<file path="config.mk">
export PLATFORM = sky130hd
export DESIGN_NAME = c2c_ctrl
export DESIGN_NICKNAME = d
export VERILOG_FILES = /design/src/rtl/core/c2c_pkg.sv /design/src/rtl/core/c2c_ctrl.sv
export SDC_FILE = /design/constraint.sdc
export NUM_CORES = 1
export LEC_CHECK = 0
export BUFFER_PORTS_ARGS = -buffer_cell sky130_fd_sc_hd__buf_2
export CAP_MARGIN = 20
export CORE_AREA = 2 2 39 41
export CTS_CLUSTER_DIAMETER = 100
export DETAILED_ROUTE_END_ITERATION = 8
export DIE_AREA = 0 0 41 43
export MAX_ROUTING_LAYER = met4
export PLACE_DENSITY = 0.69
export SYNTH_ARGS = -nofsm -noshare
export SYNTH_HDL_FRONTEND = slang
export SYNTH_SLANG_ARGS = --single-unit
</file>
<file path="constraint.sdc">
create_clock -name clk_i -period 1.9 [get_ports clk_i]
set_input_delay 0.38 -clock clk_i [delete_from_list [all_inputs] [get_ports clk_i]]
set_output_delay 0.38 -clock clk_i [all_outputs]
set_load 0.02 [all_outputs]
</file>
<file path="src/rtl/core/c2c_pkg.sv">
package c2c_pkg;

  localparam int unsigned RowW   = 17;
  localparam int unsigned ColW   = 11;
  localparam int unsigned ValW   = 64;
  localparam int unsigned IdxW   = 12;
  localparam int unsigned PtrW   = 13;
  localparam int unsigned StatW  = 3;
  localparam int unsigned OpW    = 2;
  localparam int unsigned CntW   = 13;
  localparam int unsigned NnzAw  = 12;
  localparam int unsigned PtrAw  = 11;
  localparam int unsigned FillAw = 10;

  localparam int unsigned MaxNonzeros = 4096;
  localparam int unsigned MaxColumns  = 1024;
  localparam int unsigned PtrDepth    = MaxColumns + 1;

  localparam logic [CntW-1:0] NnzFull = CntW'(MaxNonzeros);
  localparam logic [ColW-1:0] ColMax  = ColW'(MaxColumns);

  localparam logic [OpW-1:0] OP_LOAD  = 2'd0;
  localparam logic [OpW-1:0] OP_PTR   = 2'd1;
  localparam logic [OpW-1:0] OP_ENTRY = 2'd2;
  localparam logic [OpW-1:0] OP_CLEAR = 2'd3;

  localparam logic [StatW-1:0] ST_OK        = 3'd0;
  localparam logic [StatW-1:0] ST_BAD_BASE  = 3'd1;
  localparam logic [StatW-1:0] ST_RANGE     = 3'd2;
  localparam logic [StatW-1:0] ST_OVERFLOW  = 3'd3;
  localparam logic [StatW-1:0] ST_NOT_READY = 3'd4;

  typedef enum logic [3:0] {
    S_IDLE, S_RD_WAIT, S_BASE, S_CHK_RD, S_CHK_EV, S_CLR, S_CNT_COL, S_CNT_RD,
    S_CNT_WR, S_SUM_RD, S_SUM_WR, S_SCT_RD, S_SCT_COL, S_SCT_WR, S_RESP
  } state_e;

  typedef enum logic [3:0] {
    STEP_NONE, STEP_ACCEPT, STEP_RD_CAP, STEP_BASE, STEP_CHK_RD, STEP_CHK_EV,
    STEP_CLR, STEP_CNT_COL, STEP_CNT_RD, STEP_CNT_WR, STEP_SUM_RD, STEP_SUM_WR,
    STEP_SCT_RD, STEP_SCT_COL, STEP_SCT_WR
  } step_e;

  typedef struct packed {
    step_e step;
  } cmd_t;

  typedef struct packed {
    logic conv_start;
    logic read_pend;
    logic base_bad;
    logic range_bad;
    logic at_count;
    logic at_last;
    logic at_ncol;
  } stat_t;

endpackage

</file>
<file path="src/rtl/core/c2c_ctrl.sv">
module c2c_ctrl (
  input  logic          clk_i,
  input  logic          rst_ni,
  input  logic          in_valid_i,
  input  logic          out_ready_i,
  input  c2c_pkg::stat_t stat_i,
  output c2c_pkg::cmd_t  cmd_o,
  output logic          in_ready_o,
  output logic          out_valid_o
);

  c2c_pkg::state_e state_q, state_d;

  always_ff @(posedge clk_i or negedge rst_ni) begin
    if (!rst_ni) begin
      state_q <= c2c_pkg::S_IDLE;
    end else begin
      state_q <= state_d;
    end
  end

  always_comb begin
    state_d = state_q;
    unique case (state_q)
      c2c_pkg::S_IDLE: begin
        if (in_valid_i) begin
          if (stat_i.conv_start)     state_d = c2c_pkg::S_BASE;
          else if (stat_i.read_pend) state_d = c2c_pkg::S_RD_WAIT;
          else                       state_d = c2c_pkg::S_RESP;
        end
      end
      c2c_pkg::S_RD_WAIT: state_d = c2c_pkg::S_RESP;
      c2c_pkg::S_BASE: begin
        state_d = stat_i.base_bad ? c2c_pkg::S_RESP : c2c_pkg::S_CHK_RD;
      end
      c2c_pkg::S_CHK_RD: state_d = c2c_pkg::S_CHK_EV;
      c2c_pkg::S_CHK_EV: begin
        if (stat_i.range_bad)     state_d = c2c_pkg::S_RESP;
        else if (stat_i.at_count) state_d = c2c_pkg::S_CLR;
        else                      state_d = c2c_pkg::S_CHK_RD;
      end
      c2c_pkg::S_CLR: begin
        if (stat_i.at_ncol) state_d = c2c_pkg::S_CNT_COL;
      end
      c2c_pkg::S_CNT_COL: state_d = c2c_pkg::S_CNT_RD;
      c2c_pkg::S_CNT_RD:  state_d = c2c_pkg::S_CNT_WR;
      c2c_pkg::S_CNT_WR: begin
        state_d = stat_i.at_last ? c2c_pkg::S_SUM_RD : c2c_pkg::S_CNT_COL;
      end
      c2c_pkg::S_SUM_RD: state_d = c2c_pkg::S_SUM_WR;
      c2c_pkg::S_SUM_WR: begin
        state_d = stat_i.at_ncol ? c2c_pkg::S_SCT_RD : c2c_pkg::S_SUM_RD;
      end
      c2c_pkg::S_SCT_RD:  state_d = c2c_pkg::S_SCT_COL;
      c2c_pkg::S_SCT_COL: state_d = c2c_pkg::S_SCT_WR;
      c2c_pkg::S_SCT_WR: begin
        state_d = stat_i.at_last ? c2c_pkg::S_RESP : c2c_pkg::S_SCT_RD;
      end
      c2c_pkg::S_RESP: begin
        if (out_ready_i) state_d = c2c_pkg::S_IDLE;
      end
      default: state_d = c2c_pkg::S_IDLE;
    endcase
  end

  always_comb begin
    in_ready_o  = (state_q == c2c_pkg::S_IDLE);
    out_valid_o = (state_q == c2c_pkg::S_RESP);
    unique case (state_q)
      c2c_pkg::S_IDLE:    cmd_o.step = in_valid_i ? c2c_pkg::STEP_ACCEPT : c2c_pkg::STEP_NONE;
      c2c_pkg::S_RD_WAIT: cmd_o.step = c2c_pkg::STEP_RD_CAP;
      c2c_pkg::S_BASE:    cmd_o.step = c2c_pkg::STEP_BASE;
      c2c_pkg::S_CHK_RD:  cmd_o.step = c2c_pkg::STEP_CHK_RD;
      c2c_pkg::S_CHK_EV:  cmd_o.step = c2c_pkg::STEP_CHK_EV;
      c2c_pkg::S_CLR:     cmd_o.step = c2c_pkg::STEP_CLR;
      c2c_pkg::S_CNT_COL: cmd_o.step = c2c_pkg::STEP_CNT_COL;
      c2c_pkg::S_CNT_RD:  cmd_o.step = c2c_pkg::STEP_CNT_RD;
      c2c_pkg::S_CNT_WR:  cmd_o.step = c2c_pkg::STEP_CNT_WR;
      c2c_pkg::S_SUM_RD:  cmd_o.step = c2c_pkg::STEP_SUM_RD;
      c2c_pkg::S_SUM_WR:  cmd_o.step = c2c_pkg::STEP_SUM_WR;
      c2c_pkg::S_SCT_RD:  cmd_o.step = c2c_pkg::STEP_SCT_RD;
      c2c_pkg::S_SCT_COL: cmd_o.step = c2c_pkg::STEP_SCT_COL;
      c2c_pkg::S_SCT_WR:  cmd_o.step = c2c_pkg::STEP_SCT_WR;
      default:            cmd_o.step = c2c_pkg::STEP_NONE;
    endcase
  end

endmodule

</file>
After elaboration in Yosys (flattened, before gate mapping)
Index checks and enable logic that the tools add are counted.
Widths: inputs -> output; s select.
- logic and storage cells: 34
- input port bits: 11
- flip-flop bits (word level): 4
- multiplexer cells: 14
- equality and inequality tests: 17
- reduce and logical (&&, ||, !) cells: 2
- operators by type and width (cell ; number):
    $pmux 4 s15 ; 1
    $pmux 4 s14 ; 1
    $mux 4 ; 8
    $eq 4x4->1 const B ; 7
    $eq 4x3->1 const B ; 4
    $eq 4x2->1 const B ; 2
    $mux 3 ; 2
    $ne 2x2->1 const B ; 3
    $eq 4x1->1 const B ; 1
    $logic_not 4->1 ; 1
    $reduce_and 3->1 ; 1
    $mux 2 ; 1
    $mux 1 ; 1

Depth between registers and ports, before layout
- depth in word-level cells: 4
- mapped depth: 7
- gate-level depth less buffers: 5

Least setup slack after synthesis
Ideal clock, no wire load.
- path type: register to output
- from: reg state_q[2]
- to: out cmd_o[0] (netlist bit)
- data arrival time: 1.229 ns
- path buffers: 1
- data required time: 1.520 ns
- path slack: 0.291 ns
- cell stages (with the launch flop): 4
- cells stage by stage: dfrtp_1 -> buf_4 -> and3_1 -> nor3_1
- RTL lines (item ; RTL line ; text):
    start, declared ; c2c_ctrl.sv:12 ; c2c_pkg::state_e state_q, state_d;
    start signal, assigned ; c2c_ctrl.sv:16 ; state_q <= c2c_pkg::S_IDLE;
    start signal, assigned ; c2c_ctrl.sv:18 ; state_q <= state_d;
    end, declared ; c2c_ctrl.sv:7 ; output c2c_pkg::cmd_t cmd_o,

==> key figures <==
Status
  • Status: finished clean

Final layout
  • ANT cells: 0
  • Share of layout cells above drive strength 1: 0.319
  • Fin area: 672 µm²
  • Final nets: 104
  • Max FFs per register: 4
  • Commonest non-fill, non-tap cell in the layout: buf_2
  • Largest Register: state_q
  • Fill cell count: 140
  • Fin util: 0.486
  • Top Registers: state_q x4
  • Highest-count cells in the layout ignoring fill and taps: 16 x buf_2, 8 x nor2_1, 6 x nand2_1, 5 x o21ai_1, 5 x nor2b_1
  • P&R area growth vs syn: 15.0%

CTS
  • Worst-skew pair later-pin latency: approximately 240 ps
  • Htree depth: 1
  • Post-CTS Setup Bufs: 0
  • Maximum root-to-sink buffer count: 2
  • CTS clock-pin slew for the worst setup and hold paths: 40 ps
  • Clock sinks: 4
  • Total CTS buffers: 3
  • CTS tree: done
  • Clock root cell: clkbuf_4

Floorplan
  • # IOs: 17
  • Initial Util: 0.422
  • Full die area: ~1800 µm²
  • Die Span X: between 40 and 50 µm
  • Die height: roughly 43 µm
  • Core area: between 1000 and 1500 µm²
  • Num rows: 14

Setup path
  • Worst-path maximum fanout: 9
  • CP Launch Type: flip-flop
  • RR Endpoint: state_q[0]
  • R2R depth: 6
  • Crit path required time: roughly 1500 ps
  • WP data arrival: 1430 ps
  • R2R setup slack: ~370 ps
  • CP Class: flip-flop to output pin
  • Reg2Reg Launch Point: state_q[2]
  • Critical Path End Type: output pin

Global routing
  • Number of global-route vias before repair: between 500 and 600
  • Initial antenna violation count: 0
  • Largest net degree at the start of global routing: 19
  • Wire length of the first global-routing pass: between 2000 and 2500 µm
  • Total Routing Usage GR: 0.185
  • Total gr overflow: 0

Synth
  • #FFs+latches synth: 4
  • Area contributors post-synth: dfrtp_1 17%, buf_6 7.7%, nor2b_1 5.4%, nor2_1 5.1%, o21ai_1 4.3%
  • Post-Synth Simple-Gate Area: 0.347
  • Prevailing post-synth register cell: dfrtp_1
  • Post-synthesis compound-gate area fraction: 0.328
  • Async SR Flop Fraction: 1.00
  • Adder and majority gate portion of the synthesized area: 0
  • Synth Net Count: 87
  • Mean Syn Cell Area: just under 8 µm²
  • Main combinational cell family by area after synthesis: simple AND/OR/NAND/NOR gates
  • Cell area after synthesis: around 580 µm²
  • Sequential area share after synthesis: 0.171
  • Synthesized instance count: between 70 and 80
  • Number of synthesized flops with an enable pin: 0
  • Area leader, netlist: dfrtp_1
  • Mux share of post-synthesis cell area: 0.0171
  • Post-synthesis xor/xnor area fraction: 0
  • Post-synth top area share: 0.171
  • Post-synthesis cell type count: 36
  • Synth Warn #: 0

Timing
  • Post-layout min period: around 1800 ps
  • Fmax: about 550 MHz
  • Worst Tran Pin Value: about 300 ps
  • Hold Violations, Final: 0
  • WHS: roughly 480 ps
  • Tcrit/Tclk final: 0.955
  • Slew Limit Fails: 0
  • Unrepaired setup endpoints after global routing: no
  • Final Skew: around 5.3 ps
  • Max-slew headroom: 0.800
  • Final Setup Violations: 0
  • TNS Setup: 0 ps

Pwr
  • Power density over the cells: 1860 nW/µm²
  • Sequential power share: 0.190
  • Comb pwr share: 0.726
  • Cell Int Power: 605 µW
  • Psw: 646 µW
  • Clk pwr share: 0.084
  • Switching share of power: 0.516
  • Static leakage: slightly below 0.0003 µW
  • Peak supply drop: 0.000643 V

Worst hold path
  • Worst hold path type: input port to asynchronous set/reset pin

Placement
  • Placed cell area: roughly 640 µm²
  • HPWL after DPL: 1010 µm
  • Number of port buffers: 16
  • Gpl congestion: roughly 0.86

Drt
  • Routed via count: 620
  • Drt drc: 0
  • Total iterations of the first detailed-routing run: 4
  • Detailed router's first-iteration violation count: 18
  • Wire per inst: 12.2 µm
  • Final ANT Viol Nets: 0
  • Vias per inst: 5.79
  • Routed WL: roughly 1300 µm

Flow run
  • Max-cap violations: 0
## layout make-up
class	count	area (µm²)	area share
inverters	3	11.3	0.0168
clock buffers	3	22.5	0.0335
well taps	16	20.0	0.0298
repair buffers	20	113	0.168
flip-flops and latches	4	101	0.151
multi-input cells	61	404	0.601
## repair_timing
item                       4_1_cts  5_1_grt
hold buffers                     1        0
setup endpoints to repair        0        1
hold endpoints to repair         4        0
gates resized for setup          0        1
## cells in the mapped netlist, types with 2 or more instances
cell type  instances
a211oi_1           2
a21oi_1            4
a22o_1             2
buf_4              2
buf_6              4
dfrtp_1            4
inv_1              2
nand2_1            6
nand2b_1           3
nor2_1             8
nor2b_1            5
nor3_1             2
o21ai_0            4
o21ai_1            5
o2bb2ai_1          2
## power groups by stage
stage	combinational (µW)	clock (µW)	sequential [µW]
floorplan	870	0	150
global placement	901	0	233
detailed placement	904	0	234
CTS	912	108	233
global route	1020	110	248
finish	909	106	237
## worst max-delay path by stage
stage          slack, ps  cells past startpoint    endpoint        from
2_1_floorplan        290                      3    cmd_o[0]  state_q[2]
3_3_place_gp         320                      4  state_q[0]  state_q[0]
3_5_place_dp         310                      4    cmd_o[0]  state_q[3]
4_1_cts               70                      4    cmd_o[0]  state_q[3]
5_1_grt                8                      4    cmd_o[2]  state_q[2]
6_report              90                      4    cmd_o[0]  state_q[3]
## layer usage
metal  routed length (µm)  vias up  GRT usage  part of all wire
li1                     -      306          -                 -
met1                  556      291      0.216              0.43
met2                  668       18      0.281              0.51
met3                   53        5     0.0419             0.041
met4                   27        0      0.100             0.021
met5                    0        -          -                 0
## cells by family (layout without fill, tap and decap cells)
group	count (synthesis)	count (layout)
AO/OA/AOI/OAI	28	28
buffers and inverters	11	26
flip-flops	4	4
multiplexers	1	1
AND/OR/NAND/NOR	32	32
## metrics by stage
stage,cells,worst slack (ps),total power (µW)
CTS,107,68.2,1250
global placement,103,316,1130
floorplan,76,291,1020
global route,107,7.89,1380
detailed placement,103,313,1140
finish,107,85.5,1250
## worst max-delay path: stages, from the launching register on
cell and delay [ps]:
dfrtp_1 450, or3_4 420, nor2_4 100, nor3_1 50
buf_2 170
Note: power is estimated with default switching activity, not from simulation.
